<file path="src/hdl/pre_pkg.sv">
// Shared types, constants and codes of the page replacement engine.
`timescale 1ns / 1ps
package pre_pkg;

    localparam int MAX_FRAMES = 64;
    localparam int FRAME_BITS = $clog2(MAX_FRAMES);
    localparam int COUNT_BITS = FRAME_BITS + 1;
    localparam int PAGE_BITS  = 20;
    localparam int STAMP_BITS = 32;
    localparam int TOTAL_BITS = 32;
    localparam int LFSR_BITS  = 16;
    localparam int CFG_BITS   = 7;

    localparam logic [LFSR_BITS-1:0] LFSR_SEED = 16'hACE1;
    localparam logic [LFSR_BITS-1:0] LFSR_TAPS = 16'hB400;

    localparam logic [1:0] MODE_RANDOM = 2'd0;
    localparam logic [1:0] MODE_LRU    = 2'd1;
    localparam logic [1:0] MODE_CLOCK  = 2'd2;

    localparam logic [1:0] CFG_MODE   = 2'd0;
    localparam logic [1:0] CFG_FRAMES = 2'd1;

    typedef struct packed {
        logic [PAGE_BITS-1:0]  page;
        logic                  dirty;
        logic [STAMP_BITS-1:0] stamp;
        logic                  referenced;
    } t_frame_word;

    localparam int WORD_BITS = $bits(t_frame_word);

    typedef enum logic [3:0] {
        S_IDLE,
        S_SCAN,
        S_DECIDE,
        S_RAND_MOD,
        S_VREAD,
        S_VCAP,
        S_CLK_RD,
        S_CLK_CHK,
        S_UPDATE
    } t_state;

    typedef enum logic [1:0] {
        RD_SCAN,
        RD_FRAME,
        RD_CLOCK
    } t_rd_sel;

    typedef struct packed {
        logic    start;
        logic    scan;
        logic    decide;
        logic    rand_iter;
        logic    capture;
        logic    clk_advance;
        logic    clk_done;
        logic    update;
        t_rd_sel rd_sel;
    } t_cmd;

    typedef struct packed {
        logic       scan_done;
        logic       hit;
        logic       fill;
        logic [1:0] mode;
        logic       rem_done;
        logic       clk_ref;
        logic       out_free;
    } t_status;

endpackage

</file>
<file path="src/hdl/page_replacement_engine.sv">
// Top level of the page replacement engine.
`timescale 1ns / 1ps
// Demand-paging engine: each request carries a page number and a write flag and returns
// one result saying whether the page was resident, which frame holds it and, on a fault
// with all managed frames in use, which page was evicted and whether it needs writing
// back. Residency is found by walking the frame table in its RAM, one frame a cycle. An
// eviction by least recently used comes out of that same walk and then reads the victim's
// entry; a random eviction first runs the remainder unit and then reads the victim's entry;
// a clock eviction reads and checks every frame the hand examines, the chosen one included.
// Requests are handled one at a time. No clearing pass is needed after reset.
// Configuration is to be written only while the engine is idle; the engine itself does
// not enforce this.
module page_replacement_engine (
    input  logic                           i_clk,
    input  logic                           i_rst_n,
    input  logic                           i_cfg_valid,
    output logic                           o_cfg_ready,
    input  logic [1:0]                     i_cfg_index,
    input  logic [pre_pkg::CFG_BITS-1:0]   i_cfg_data,
    input  logic                           i_valid,
    output logic                           o_ready,
    input  logic [pre_pkg::PAGE_BITS-1:0]  i_page_number,
    input  logic                           i_is_write,
    output logic                           o_valid,
    input  logic                           i_ready,
    output logic                           o_hit,
    output logic [pre_pkg::FRAME_BITS-1:0] o_frame_index,
    output logic                           o_evicted,
    output logic [pre_pkg::PAGE_BITS-1:0]  o_replaced_page,
    output logic                           o_victim_dirty,
    output logic [pre_pkg::TOTAL_BITS-1:0] o_fault_total,
    output logic [pre_pkg::TOTAL_BITS-1:0] o_writeback_total
);

    pre_pkg::t_cmd    cmd;
    pre_pkg::t_status status;

    assign o_cfg_ready = 1'b1;

    pre_ctrl u_ctrl (
        .i_clk    (i_clk),
        .i_rst_n  (i_rst_n),
        .i_valid  (i_valid),
        .i_status (status),
        .o_ready  (o_ready),
        .o_cmd    (cmd)
    );

    pre_datapath u_datapath (
        .i_clk             (i_clk),
        .i_rst_n           (i_rst_n),
        .i_cmd             (cmd),
        .o_status          (status),
        .i_cfg_we          (i_cfg_valid),
        .i_cfg_index       (i_cfg_index),
        .i_cfg_data        (i_cfg_data),
        .i_page_number     (i_page_number),
        .i_is_write        (i_is_write),
        .i_out_ready       (i_ready),
        .o_out_valid       (o_valid),
        .o_hit             (o_hit),
        .o_frame_index     (o_frame_index),
        .o_evicted         (o_evicted),
        .o_replaced_page   (o_replaced_page),
        .o_victim_dirty    (o_victim_dirty),
        .o_fault_total     (o_fault_total),
        .o_writeback_total (o_writeback_total)
    );

`ifndef SYNTHESIS
    a_hit_no_evict: assert property (@(posedge i_clk) disable iff (!i_rst_n)
        o_valid && o_hit |-> !o_evicted)
        else $error("hit result reports an eviction");

    a_no_victim: assert property (@(posedge i_clk) disable iff (!i_rst_n)
        o_valid && !o_evicted |-> o_replaced_page == '0 && !o_victim_dirty)
        else $error("victim fields set without eviction");

    a_wb_le_faults: assert property (@(posedge i_clk) disable iff (!i_rst_n)
        o_valid |-> o_writeback_total <= o_fault_total)
        else $error("write-backs exceed faults");

    a_busy_no_ready: assert property (@(posedge i_clk) disable iff (!i_rst_n)
        i_valid && o_ready |=> !o_ready)
        else $error("request taken while previous one in progress");
`endif

endmodule

</file>
<file path="src/hdl/pre_ram.sv">
// Generic single-port-write, registered-read RAM.
`timescale 1ns / 1ps
module pre_ram #(
    parameter int WIDTH = 8,
    parameter int DEPTH = 16
) (
    input  logic                     i_clk,
    input  logic                     i_we,
    input  logic [$clog2(DEPTH)-1:0] i_waddr,
    input  logic [WIDTH-1:0]         i_wdata,
    input  logic [$clog2(DEPTH)-1:0] i_raddr,
    output logic [WIDTH-1:0]         o_rdata
);

    logic [WIDTH-1:0] r_mem [DEPTH];
    logic [WIDTH-1:0] r_rdata;

    always_ff @(posedge i_clk) begin
        if (i_we) begin
            r_mem[i_waddr] <= i_wdata;
        end
        r_rdata <= r_mem[i_raddr];
    end

    assign o_rdata = r_rdata;

endmodule

</file>
<file path="src/hdl/pre_ctrl.sv">
// Sequencing state machine of the page replacement engine.
`timescale 1ns / 1ps
module pre_ctrl (
    input  logic            i_clk,
    input  logic            i_rst_n,
    input  logic            i_valid,
    input  pre_pkg::t_status i_status,
    output logic            o_ready,
    output pre_pkg::t_cmd   o_cmd
);

    pre_pkg::t_state r_state, n_state;

    always_ff @(posedge i_clk) begin
        if (!i_rst_n) begin
            r_state <= pre_pkg::S_IDLE;
        end else begin
            r_state <= n_state;
        end
    end

    always_comb begin
        n_state = r_state;
        unique case (r_state)
            pre_pkg::S_IDLE: begin
                if (i_valid) n_state = pre_pkg::S_SCAN;
            end
            pre_pkg::S_SCAN: begin
                if (i_status.scan_done) n_state = pre_pkg::S_DECIDE;
            end
            pre_pkg::S_DECIDE: begin
                priority if (i_status.hit || i_status.fill) begin
                    n_state = pre_pkg::S_UPDATE;
                end else if (i_status.mode == pre_pkg::MODE_RANDOM) begin
                    n_state = pre_pkg::S_RAND_MOD;
                end else if (i_status.mode == pre_pkg::MODE_CLOCK) begin
                    n_state = pre_pkg::S_CLK_RD;
                end else begin
                    n_state = pre_pkg::S_VREAD;
                end
            end
            pre_pkg::S_RAND_MOD: begin
                if (i_status.rem_done) n_state = pre_pkg::S_VREAD;
            end
            pre_pkg::S_VREAD:   n_state = pre_pkg::S_VCAP;
            pre_pkg::S_VCAP:    n_state = pre_pkg::S_UPDATE;
            pre_pkg::S_CLK_RD:  n_state = pre_pkg::S_CLK_CHK;
            pre_pkg::S_CLK_CHK: begin
                n_state = i_status.clk_ref ? pre_pkg::S_CLK_RD : pre_pkg::S_UPDATE;
            end
            pre_pkg::S_UPDATE: begin
                if (i_status.out_free) n_state = pre_pkg::S_IDLE;
            end
            default: n_state = pre_pkg::S_IDLE;
        endcase
    end

    always_comb begin
        o_cmd   = '0;
        o_cmd.rd_sel = pre_pkg::RD_SCAN;
        o_ready = 1'b0;
        unique case (r_state)
            pre_pkg::S_IDLE: begin
                o_ready     = 1'b1;
                o_cmd.start = i_valid;
            end
            pre_pkg::S_SCAN:     o_cmd.scan = 1'b1;
            pre_pkg::S_DECIDE:   o_cmd.decide = 1'b1;
            pre_pkg::S_RAND_MOD: o_cmd.rand_iter = 1'b1;
            pre_pkg::S_VREAD:    o_cmd.rd_sel = pre_pkg::RD_FRAME;
            pre_pkg::S_VCAP:     o_cmd.capture = 1'b1;
            pre_pkg::S_CLK_RD:   o_cmd.rd_sel = pre_pkg::RD_CLOCK;
            pre_pkg::S_CLK_CHK: begin
                o_cmd.clk_advance = i_status.clk_ref;
                o_cmd.clk_done    = !i_status.clk_ref;
            end
            pre_pkg::S_UPDATE:   o_cmd.update = i_status.out_free;
            default: ;
        endcase
    end

endmodule

</file>
<file path="src/hdl/pre_datapath.sv">
// Frame table, counters, victim selection and output register.
`timescale 1ns / 1ps
module pre_datapath (
    input  logic                              i_clk,
    input  logic                              i_rst_n,
    input  pre_pkg::t_cmd                     i_cmd,
    output pre_pkg::t_status                  o_status,
    input  logic                              i_cfg_we,
    input  logic [1:0]                        i_cfg_index,
    input  logic [pre_pkg::CFG_BITS-1:0]      i_cfg_data,
    input  logic [pre_pkg::PAGE_BITS-1:0]     i_page_number,
    input  logic                              i_is_write,
    input  logic                              i_out_ready,
    output logic                              o_out_valid,
    output logic                              o_hit,
    output logic [pre_pkg::FRAME_BITS-1:0]    o_frame_index,
    output logic                              o_evicted,
    output logic [pre_pkg::PAGE_BITS-1:0]     o_replaced_page,
    output logic                              o_victim_dirty,
    output logic [pre_pkg::TOTAL_BITS-1:0]    o_fault_total,
    output logic [pre_pkg::TOTAL_BITS-1:0]    o_writeback_total
);

    localparam int FB = pre_pkg::FRAME_BITS;
    localparam int CB = pre_pkg::COUNT_BITS;
    localparam int LB = pre_pkg::LFSR_BITS;
    localparam int TB = pre_pkg::TOTAL_BITS;
    localparam int SB = pre_pkg::STAMP_BITS;
    localparam int DB = $clog2(LB + 1);
    localparam int IB = $clog2(LB);
    localparam logic [CB-1:0] MAX_N = CB'(pre_pkg::MAX_FRAMES);

    logic [1:0]                    r_mode;
    logic [pre_pkg::CFG_BITS-1:0]  r_frames_cfg;
    logic [CB-1:0]                 r_filled;
    logic [FB-1:0]                 r_clk_ptr;
    logic [SB-1:0]                 r_stamp;
    logic [LB-1:0]                 r_lfsr;
    logic [TB-1:0]                 r_faults;
    logic [TB-1:0]                 r_wbs;

    logic [pre_pkg::PAGE_BITS-1:0] r_page;
    logic                          r_wr;
    logic                          r_hit;
    logic                          r_evict;
    logic [FB-1:0]                 r_frame;
    pre_pkg::t_frame_word          r_word;
    logic [CB-1:0]                 r_idx;
    logic                          r_pend;
    logic [FB-1:0]                 r_pend_idx;
    logic [FB-1:0]                 r_best;
    logic [SB-1:0]                 r_min;
    logic [FB-1:0]                 r_cp;
    logic [CB:0]                   r_rem;
    logic [DB-1:0]                 r_div_cnt;

    logic                          r_out_valid;
    logic                          r_o_hit;
    logic [FB-1:0]                 r_o_frame;
    logic                          r_o_evicted;
    logic [pre_pkg::PAGE_BITS-1:0] r_o_vpage;
    logic                          r_o_vdirty;

    logic [CB-1:0]        n_active;
    logic [FB-1:0]        n_cp_next;
    logic [LB-1:0]        n_lfsr;
    logic [CB:0]          n_rem_shift;
    logic [SB-1:0]        n_stamp;
    logic [TB-1:0]        n_faults;
    logic [TB-1:0]        n_wbs;
    logic                 n_vdirty;
    logic                 ram_we;
    logic [FB-1:0]        ram_waddr;
    pre_pkg::t_frame_word ram_wdata;
    logic [FB-1:0]        ram_raddr;
    pre_pkg::t_frame_word ram_rdata;
    logic [pre_pkg::WORD_BITS-1:0] ram_rbits;

    // Clamp the configured frame count into one to the table depth.
    always_comb begin
        priority if (r_frames_cfg == '0) begin
            n_active = CB'(1);
        end else if (CB'(r_frames_cfg) > MAX_N) begin
            n_active = MAX_N;
        end else begin
            n_active = CB'(r_frames_cfg);
        end
    end

    assign n_cp_next = ((CB'(r_cp) + CB'(1)) == n_active) ? '0 : (r_cp + FB'(1));
    assign n_lfsr = r_lfsr[0] ? ((r_lfsr >> 1) ^ pre_pkg::LFSR_TAPS) : (r_lfsr >> 1);
    assign n_rem_shift = {r_rem[CB-1:0], r_lfsr[IB'(r_div_cnt - DB'(1))]};
    assign n_stamp = (r_stamp == '1) ? r_stamp : (r_stamp + SB'(1));
    assign n_vdirty = r_evict & r_word.dirty;
    assign n_faults = (!r_hit && r_faults != '1) ? (r_faults + TB'(1)) : r_faults;
    assign n_wbs = (n_vdirty && r_wbs != '1) ? (r_wbs + TB'(1)) : r_wbs;

    always_comb begin
        unique case (i_cmd.rd_sel)
            pre_pkg::RD_SCAN:  ram_raddr = r_idx[FB-1:0];
            pre_pkg::RD_FRAME: ram_raddr = r_frame;
            pre_pkg::RD_CLOCK: ram_raddr = r_cp;
            default:           ram_raddr = r_idx[FB-1:0];
        endcase
    end

    always_comb begin
        ram_we    = 1'b0;
        ram_waddr = r_frame;
        ram_wdata = ram_rdata;
        if (i_cmd.clk_advance) begin
            ram_we                = 1'b1;
            ram_waddr             = r_cp;
            ram_wdata.referenced  = 1'b0;
        end else if (i_cmd.update) begin
            ram_we               = 1'b1;
            ram_wdata.page       = r_page;
            ram_wdata.dirty      = (r_hit & r_word.dirty) | r_wr;
            ram_wdata.stamp      = n_stamp;
            ram_wdata.referenced = 1'b1;
        end
    end

    pre_ram #(
        .WIDTH (pre_pkg::WORD_BITS),
        .DEPTH (pre_pkg::MAX_FRAMES)
    ) u_frame_ram (
        .i_clk   (i_clk),
        .i_we    (ram_we),
        .i_waddr (ram_waddr),
        .i_wdata (ram_wdata),
        .i_raddr (ram_raddr),
        .o_rdata (ram_rbits)
    );

    assign ram_rdata = pre_pkg::t_frame_word'(ram_rbits);

    // Control and running state.
    always_ff @(posedge i_clk) begin
        if (!i_rst_n) begin
            r_mode       <= pre_pkg::MODE_LRU;
            r_frames_cfg <= pre_pkg::CFG_BITS'(pre_pkg::MAX_FRAMES);
            r_filled     <= '0;
            r_clk_ptr    <= '0;
            r_stamp      <= '0;
            r_lfsr       <= pre_pkg::LFSR_SEED;
            r_faults     <= '0;
            r_wbs        <= '0;
            r_out_valid  <= 1'b0;
            r_pend       <= 1'b0;
            r_idx        <= '0;
            r_div_cnt    <= '0;
        end else begin
            if (i_cfg_we && i_cfg_index == pre_pkg::CFG_MODE) begin
                r_mode <= i_cfg_data[1:0];
            end
            if (i_cfg_we && i_cfg_index == pre_pkg::CFG_FRAMES) begin
                r_frames_cfg <= i_cfg_data;
            end
            if (i_cmd.start) begin
                r_idx  <= '0;
                r_pend <= 1'b0;
            end else if (i_cmd.scan) begin
                r_pend <= (r_idx < r_filled);
                if (r_idx < r_filled) r_idx <= r_idx + CB'(1);
            end
            if (i_cmd.decide && !r_hit && (r_filled < n_active)) begin
                r_filled <= r_filled + CB'(1);
            end
            if (i_cmd.decide && !r_hit && !(r_filled < n_active)
                    && r_mode == pre_pkg::MODE_RANDOM) begin
                r_lfsr    <= n_lfsr;
                r_div_cnt <= DB'(LB);
            end
            if (i_cmd.rand_iter && r_div_cnt != '0) begin
                r_div_cnt <= r_div_cnt - DB'(1);
            end
            if (i_cmd.clk_done) begin
                r_clk_ptr <= n_cp_next;
            end
            if (i_cmd.update) begin
                r_stamp  <= n_stamp;
                r_faults <= n_faults;
                r_wbs    <= n_wbs;
            end
            if (i_cmd.update) begin
                r_out_valid <= 1'b1;
            end else if (i_out_ready) begin
                r_out_valid <= 1'b0;
            end
        end
    end

    // Per-request working registers.
    always_ff @(posedge i_clk) begin
        if (i_cmd.start) begin
            r_page  <= i_page_number;
            r_wr    <= i_is_write;
            r_hit   <= 1'b0;
            r_evict <= 1'b0;
        end
        if (i_cmd.scan) begin
            r_pend_idx <= r_idx[FB-1:0];
            if (r_pend) begin
                if (ram_rdata.page == r_page) begin
                    r_hit   <= 1'b1;
                    r_frame <= r_pend_idx;
                    r_word  <= ram_rdata;
                end
                // Oldest stamp among managed frames; strict compare keeps lowest index.
                if (CB'(r_pend_idx) < n_active
                        && (r_pend_idx == '0 || ram_rdata.stamp < r_min)) begin
                    r_min  <= ram_rdata.stamp;
                    r_best <= r_pend_idx;
                end
            end
        end
        if (i_cmd.decide && !r_hit) begin
            if (r_filled < n_active) begin
                r_frame <= r_filled[FB-1:0];
            end else begin
                r_evict <= 1'b1;
                r_rem   <= '0;
                r_frame <= r_best;
                r_cp    <= (CB'(r_clk_ptr) >= n_active) ? '0 : r_clk_ptr;
            end
        end
        // Restoring remainder, one dividend bit per cycle.
        if (i_cmd.rand_iter && r_div_cnt != '0) begin
            if (n_rem_shift >= (CB+1)'(n_active)) begin
                r_rem <= n_rem_shift - (CB+1)'(n_active);
            end else begin
                r_rem <= n_rem_shift;
            end
        end
        if (i_cmd.rand_iter && r_div_cnt == '0) begin
            r_frame <= r_rem[FB-1:0];
        end
        if (i_cmd.capture) begin
            r_word <= ram_rdata;
        end
        if (i_cmd.clk_advance) begin
            r_cp <= n_cp_next;
        end
        if (i_cmd.clk_done) begin
            r_frame <= r_cp;
            r_word  <= ram_rdata;
        end
        if (i_cmd.update) begin
            r_o_hit     <= r_hit;
            r_o_frame   <= r_frame;
            r_o_evicted <= r_evict;
            r_o_vpage   <= r_evict ? r_word.page : '0;
            r_o_vdirty  <= n_vdirty;
        end
    end

    always_comb begin
        o_status.scan_done = !r_pend && !(r_idx < r_filled);
        o_status.hit       = r_hit;
        o_status.fill      = r_filled < n_active;
        o_status.mode      = r_mode;
        o_status.rem_done  = i_cmd.rand_iter && r_div_cnt == '0;
        o_status.clk_ref   = ram_rdata.referenced;
        o_status.out_free  = !r_out_valid || i_out_ready;
    end

    assign o_out_valid       = r_out_valid;
    assign o_hit             = r_o_hit;
    assign o_frame_index     = r_o_frame;
    assign o_evicted         = r_o_evicted;
    assign o_replaced_page   = r_o_vpage;
    assign o_victim_dirty    = r_o_vdirty;
    assign o_fault_total     = r_faults;
    assign o_writeback_total = r_wbs;

endmodule

</file>
<file path="config.mk">
export PLATFORM = sky130hd
export DESIGN_NAME = page_replacement_engine
export DESIGN_NICKNAME = d
export VERILOG_FILES = /design/src/hdl/pre_pkg.sv /design/src/hdl/page_replacement_engine.sv /design/src/hdl/pre_ram.sv /design/src/hdl/pre_ctrl.sv /design/src/hdl/pre_datapath.sv
export SDC_FILE = /design/constraint.sdc
export NUM_CORES = 2
export LEC_CHECK = 0
export BUFFER_PORTS_ARGS = -buffer_cell sky130_fd_sc_hd__clkbuf_2
export CAP_MARGIN = 20
export CELL_PAD_IN_SITES_DETAIL_PLACEMENT = 1
export CELL_PAD_IN_SITES_GLOBAL_PLACEMENT = 2
export CORE_MARGIN = 2
export CORE_UTILIZATION = 48
export CTS_BUF_LIST = sky130_fd_sc_hd__clkbuf_2 sky130_fd_sc_hd__clkbuf_4 sky130_fd_sc_hd__clkbuf_8
export CTS_CLUSTER_DIAMETER = 100
export DETAILED_ROUTE_END_ITERATION = 6
export PLACE_DENSITY_LB_ADDON = 0.08
export SKIP_LAST_GASP = 1
export SYNTH_ARGS = -nofsm -noshare
export SYNTH_HDL_FRONTEND = slang
export SYNTH_SLANG_ARGS = --single-unit
</file>
<file path="constraint.sdc">
create_clock -name i_clk -period 8.6 [get_ports i_clk]
set_input_delay 1.72 -clock i_clk [delete_from_list [all_inputs] [get_ports i_clk]]
set_output_delay 1.72 -clock i_clk [all_outputs]
set_load 0.01 [all_outputs]
</file>
Word-level counts from Yosys, hierarchy flattened
Memories as Yosys holds them, arrays and structs flattened. A register that Yosys moved wholly into a read port is not among the register bits.
Index checks and enable logic that the tools add are counted.
Storage, ports and cells
  input bits: 35
  memory bits (writable): 3456
  output and inout port bits: 96
  flip-flop bits (word level): 288
  logic and storage cells: 189
  memories kept: 1
Cells by class
  equality and inequality tests: 23
  add/sub/neg operators: 9
  order comparisons: 8
  multiplexer cells: 65
  reduce and logical (&&, ||, !) cells: 48
  bitwise logic cells: 5
Memory list
  u_datapath.u_frame_ram.r_mem: depth 64, width 54, rd ports 1, clocked after Yosys merged registers in 1, write ports 1, line pre_ram.sv:15  | logic [WIDTH-1:0] r_mem [DEPTH];
Operator list (count)
  54-bit two-way mux: 6
  32-bit by 1-bit adder with 32-bit output (second input constant): 3
  6-bit two-way mux: 13
  32-bit inequality test (second input constant): 2
  53-bit two-way mux: 1
  7-bit two-way mux: 6
  4-bit one-hot mux with 9 select lines: 1
  32-bit == test (second input constant): 1
  32-bit less-than comparator: 1
  32-bit two-way mux: 1
  4-bit two-way mux: 7
  1-bit two-way mux: 22
  20-bit == test: 1
  4-bit by 3-bit == test with 1-bit output (second input constant): 4
  16-bit two-way mux: 1
  7-bit by 1-bit adder with 7-bit output (second input constant): 2
  7-bit less-than comparator: 2
  1-bit logical AND: 12
  6-bit one-hot mux with 2 select lines: 1
  4-bit nonzero test: 3
  5-bit two-way mux: 2
  2-bit AND reduction: 5
  3-bit AND reduction: 3
  3-bit nonzero test: 3
  35 further kinds: 55

Longest topological paths before layout
  word-level depth: 9
  gate-level depth with buffers: 17
  gate-level depth less buffers: 15

By module
From an unflattened synthesis, not the netlist that was laid out.
Unflattened totals
  cell total of the unflattened synthesis: 7088
  area, all modules: 147458.9 µm²
By module, submodules not included
  pre_ram: area each 132146.7 µm², seq. area each 104860.6 µm², cells an instance 5494, times used 1
  pre_datapath: area each 14889.3 µm², seq. area each 7026.7 µm², cells an instance 1541, times used 1
  pre_ctrl: area each 411.6 µm², seq. area each 80.1 µm², cells an instance 51, times used 1
  page_replacement_engine: area each 11.3 µm², seq. area each 0.0 µm², cells an instance 2, times used 1

Worst setup path after synthesis
No wires, ideal clock.
  kind: input-to-reg
  start: input port i_ready
  end: memory u_datapath.u_frame_ram.r_mem[21][0] (netlist bit), enable pin
  arrival time: 6.207 ns
  stages on the path: 7
  path slack: 1.861 ns
  data required time: 8.068 ns
  buffers on the path: 2
  library setup time: 0.532 ns
  path through: nand2b_1 nand2_1 inv_1 buf_2 nor2_1 clkbuf_1 nor3_1
Between the ends
  longest elaborated chain between the ends: 6
Ends and longest elaborated chain
  start, declared: line page_replacement_engine.sv:25  | input logic i_ready,
  1-bit logical OR: line pre_datapath.sv:265  | o_status.out_free = !r_out_valid || i_out_ready;
  1-bit two-way mux: line pre_ctrl.sv:62  | unique case (r_state)
  1-bit two-way mux: line pre_datapath.sv:115  | end else if (i_cmd.update) begin
  1-bit two-way mux: line pre_datapath.sv:111  | if (i_cmd.clk_advance) begin
  1-bit two-way mux: line pre_ram.sv:19  | if (i_we) begin
  1-bit two-way mux (not written as such): line pre_ram.sv:20  | r_mem[i_waddr] <= i_wdata;
  end, declared: line pre_ram.sv:15
Every way passes these cells.

Worst setup path after layout
  start: register u_ctrl.r_state[2]
  end: register u_datapath.u_frame_ram.r_rdata[50], in the netlist u_datapath.u_frame_ram.o_rdata[50] (read register of u_datapath.u_frame_ram.r_mem)
Between the ends
  longest elaborated chain between the ends: 4
  elaborated cells on any way between the ends: 6
  classes of those cells: 4 x eq/ne; 2 x mux
Ends and longest elaborated chain
  start, declared: line pre_ctrl.sv:12  | pre_pkg::t_state r_state, n_state;
  start signal, assigned: line pre_ctrl.sv:16  | r_state <= pre_pkg::S_IDLE;
  start signal, assigned: line pre_ctrl.sv:18  | r_state <= n_state;
  4-bit by 3-bit == test with 1-bit output: line pre_ctrl.sv:62
  2-bit one-hot mux with 2 select lines (*): line pre_ctrl.sv:62
  2-bit == test / 2-bit by 1-bit == test with 1-bit output (equally long branches): line pre_datapath.sv:99  | unique case (i_cmd.rd_sel)
  6-bit one-hot mux with 2 select lines (*): line pre_datapath.sv:99
  end, declared: line pre_ram.sv:16  | logic [WIDTH-1:0] r_rdata;
Mark *: on every way between the ends. The rest lies on a longest branch, timed or not.
A chain may end at the register's enable or synchronous reset.

==> flow_results.org <==
** Clock tree
- Clock-pin slew was measured on the worst setup and hold paths at roughly 0.060 ns.
- Clock sink count :: approximately 3800
- Post-CTS Resized :: 0
- CTS Buffer Depth :: 4
- Buffers inserted during post-CTS setup optimization :: 0
- Num CTS Buffers :: between 600 and 700
- Buffers inserted to repair hold after CTS numbered 0.
- H-tree depth :: 6
- Clock tree synthesis selected as its root buffer the cell clkbuf_8.
- Worst skew pair latency :: approximately 1.2 ns
- TritonCTS clock tree :: yes

** Logic synthesis
- Combined area of all synthesized cells :: ~150000 um2
- Library cell with the highest instance count after synthesis :: edfxtp_1
- Synthesized Nets :: ~11000
- Counting flops with an async set or reset pin after synthesis yields a share of 0%.
- Sequential cells were found to cover around 74% of the synthesized design area.
- Mean cell area of the mapped netlist :: between 10 and 15 um2
- After technology mapping, the gate count stands at 10914.
- The top cell type by area accounts for 71.5% of the synthesized area.
- The netlist uses 72 different library cells.
- The synthesized design contains 3798 register bits.
- Warning count from the yosys run :: 0
- The commonest cells after synthesis are edfxtp_1, nand2_1, nand3_1.
- Counting flops with a built-in enable in the synthesized netlist gives 3590.
- Post-synth top area cell :: edfxtp_1
- Top flip-flop cell by instance count after synthesis :: edfxtp_1
- Cell types occupying the most area after synthesis :: edfxtp_1, nand2_1, nand3_1

** Floorplan
- Measured along the x axis, the die boundary spans 564 um.
- Effective utilization at floorplan :: about half
- The core region is around 310000 um2.
- The die covers 319000 um2.
- The initialized floorplan defines ~200 standard-cell rows.
- The die is 564 um tall.
- Number of I/O pins :: around 130

** Setup path
- Element type at the critical path end :: flop
- STA puts the critical path data required time at between 9 and 10 ns.
- Data arrives at the worst endpoint at between 7 and 8 ns.
- Of all nets on the critical path, the largest fanout is 98.
- Critical path class :: flop to flop
- Among all stages on the critical path, the largest delay is contributed by ha_1.
- Worst-path cell chain :: nand2b_1 > or2_2 > ha_1 > nor2_1 > a21oi_4 > buf_12 > buf_4 > mux4_2 > a2111oi_0 > nor3_1 > or4_1
- The worst setup path is launched from a flop.
- Delay of the slowest cell on the worst path :: around 0.9 ns

** Drt
- TritonRoute pass-1 iters :: 7
- Final routed wirelength across all metal layers :: about 540 mm
- After the first detailed-routing iteration, the DRC count stood at 12802.
- Routed via count :: between 100k and 150k
- For this run, design rule violations remaining after detail routing come to 9.
- Dividing the detail-routed via count by the number of cells gives between 6 and 7.
- In the final routed layout, each cell accounts on average for ~34 um.
- Once detail routing completed, the nets flagged for antenna violations numbered 0.

** Final layout
- The area growth from synthesis to layout is 12.9%.
- Number of nets at the end of the flow :: between 10000 and 15000
- Of the cells placed in the final design, the portion with a size suffix greater than 1 is 14.7%.

** Run status
- Status :: finished with violations
- Failing checks :: design-rule violations

** Timing
- Unrepaired setup endpoints after global routing :: no
- Between clock sinks in the finished design, the worst skew comes to between 0.07 and 0.08 ns.
- Measured against its own limit, the worst slew margin works out to 14.9%.
- Peak clock frequency supported by timing :: ~170 MHz
- Setup violations remaining at the end of the flow were counted as 0.
- Total negative setup slack :: 0 ns
- Max-slew violation total from the final report :: 0
- The worst path in the final design needs a cycle of 6.06 ns, including I/O delays and setup.
- The number of endpoints with negative hold slack in the final report was 0.
- For the pin with the worst max-slew slack, the measured transition is between 1 and 1.5 ns.
- The worst path uses a little over two thirds of the clock period.

** Power
- Cell leakage power :: around 58 nW
- PD cells :: 237 nW/um2
- The worst-case IR drop observed on VDD is 0.000161 V.
- The design draws ~0.040 W.

** Placed design
- Detailed Place HPWL :: 299 mm
- Routability-driven placement finished with a final weighted congestion of 0.844.
- Input/output buffers :: roughly 130

** Global routing
- Total global routing track utilization :: between 30% and 40%
- Wire length of the first global-routing pass :: about 760 mm
- Largest net degree at the start of global routing :: between 150 and 200
- Residual overflow from global routing :: 0
- Antenna violations before repair :: 38
- Vias in the first global route :: 99922

** Min path
- The tightest min-delay check is of the flop to flop type.

** Run
- Max-cap violations in this run came to 0.
cells by family (layout without fill, tap and decap cells):
family	after synthesis	count (layout)	synth area share (%)
xor+xnor	149	149	0.866
other cells	1	18	0.00249
simple gates	4674	4674	13.5
mux	570	570	4.67
buf+inv	731	1659	2.08
flops	3798	3798	74.3
fa+ha+maj	72	72	0.603
compound gates	919	919	4.02
report_power, final:
group	switching (W)	leakage [nW]	internal, W
sequential	0.000240	34.0	0.0211
combinational	0.00233	17.2	0.000556
clock	0.00747	6.70	0.00863
total	0.0100	57.9	0.0303
cells in the final DEF, fill, tap and decap left out, types with 32 or more instances in the layout:
cell       instances
a2111oi_0         44
a211oi_1          32
a21oi_1          344
a31oi_1           75
a41oi_1           66
buf_12            35
buf_4            264
clkbuf_2         130
clkbuf_4         261
clkbuf_8         683
clkinv_1         122
clkinv_2          40
dfxtp_1          208
edfxtp_1        3590
ha_1              71
inv_1             67
mux2i_1          460
mux4_2           106
nand2_1         2574
nand3_1         1385
nand4_1           39
nor2_1           205
nor2_4            61
nor3_1            95
nor4_1            72
o21ai_0           68
o221ai_1         117
or3_1             33
or4_1             59
xnor2_1           77
xor2_1            72
registers in the layout (all words and copies together), names as in the netlist, 16 cells and up:
signal / cells
u_datapath.u_frame_ram.r_mem: 3456
u_datapath.u_frame_ram.o_rdata: 54
u_datapath.o_fault_total: 32
u_datapath.o_writeback_total: 32
u_datapath.r_min: 32
u_datapath.r_stamp: 32
u_datapath.r_word: 21
u_datapath.o_replaced_page: 20
u_datapath.r_page: 20
u_datapath.r_lfsr: 16
critical path, delay by kind of cell (launching register included):
kind,cells,cell delay (ns)
flops,1,0.51
simple gates,5,1.43
mux,1,0.42
fa+ha+maj,1,0.91
compound gates,2,1.11
buf+inv,2,1.22
routing by layer:
| metal | part of all wire (%) | global-route usage (%) |
|---|---|---|
| met2 | 46 | 51.7 |
| met1 | 41 | 47.7 |
| met4 | 3.0 | 10.0 |
| met3 | 10 | 6.91 |
| met5 | 0.022 | 0 |
worst paths after layout:
path / start / to / slack [ns] / depth (start not counted)
worst min register to register: u_datapath.r_lfsr[4] / u_datapath.r_lfsr[3] / 0.47 / 2
worst min-delay path: u_datapath.r_lfsr[4] / u_datapath.r_lfsr[3] / 0.47 / 2
worst max-delay path: u_ctrl.r_state[2] / u_datapath.u_frame_ram.o_rdata[50] / 2.54 / 11
worst max register to register: u_ctrl.r_state[2] / u_datapath.u_frame_ram.o_rdata[50] / 2.54 / 11
layout make-up:
| cell class | count | area (um2) |
|---|---|---|
| fill | 30269 | 142000 |
| clock buffer | 944 | 11400 |
| timing repair buffer | 433 | 3400 |
| inverter | 70 | 268 |
| antenna | 17 | 42.5 |
| multi-input combinational | 6385 | 36800 |
| sequential | 3798 | 112000 |
| clock inverter | 212 | 1250 |
| tap | 4140 | 5180 |
metrics by stage:
| stage | utilization [%] | area [um2] | setup WS (ns) | std cells | hold slack, ns |
|---|---|---|---|---|---|
| after floorplan | - | 151000 | 1.86 | 10914 | 0.408 |
| after global placement | 50.5 | 158000 | 2.44 | 14819 | 0.456 |
| after detailed placement | 50.5 | 158000 | 2.42 | 14823 | 0.466 |
| after CTS | 54.5 | 170000 | 2.60 | 15979 | 0.472 |
| after global routing | 54.5 | 170000 | 2.44 | 15987 | 0.499 |
| final | 54.5 | 170000 | 2.54 | 15999 | 0.470 |
No activity file was read; power rests on OpenSTA's default activity.
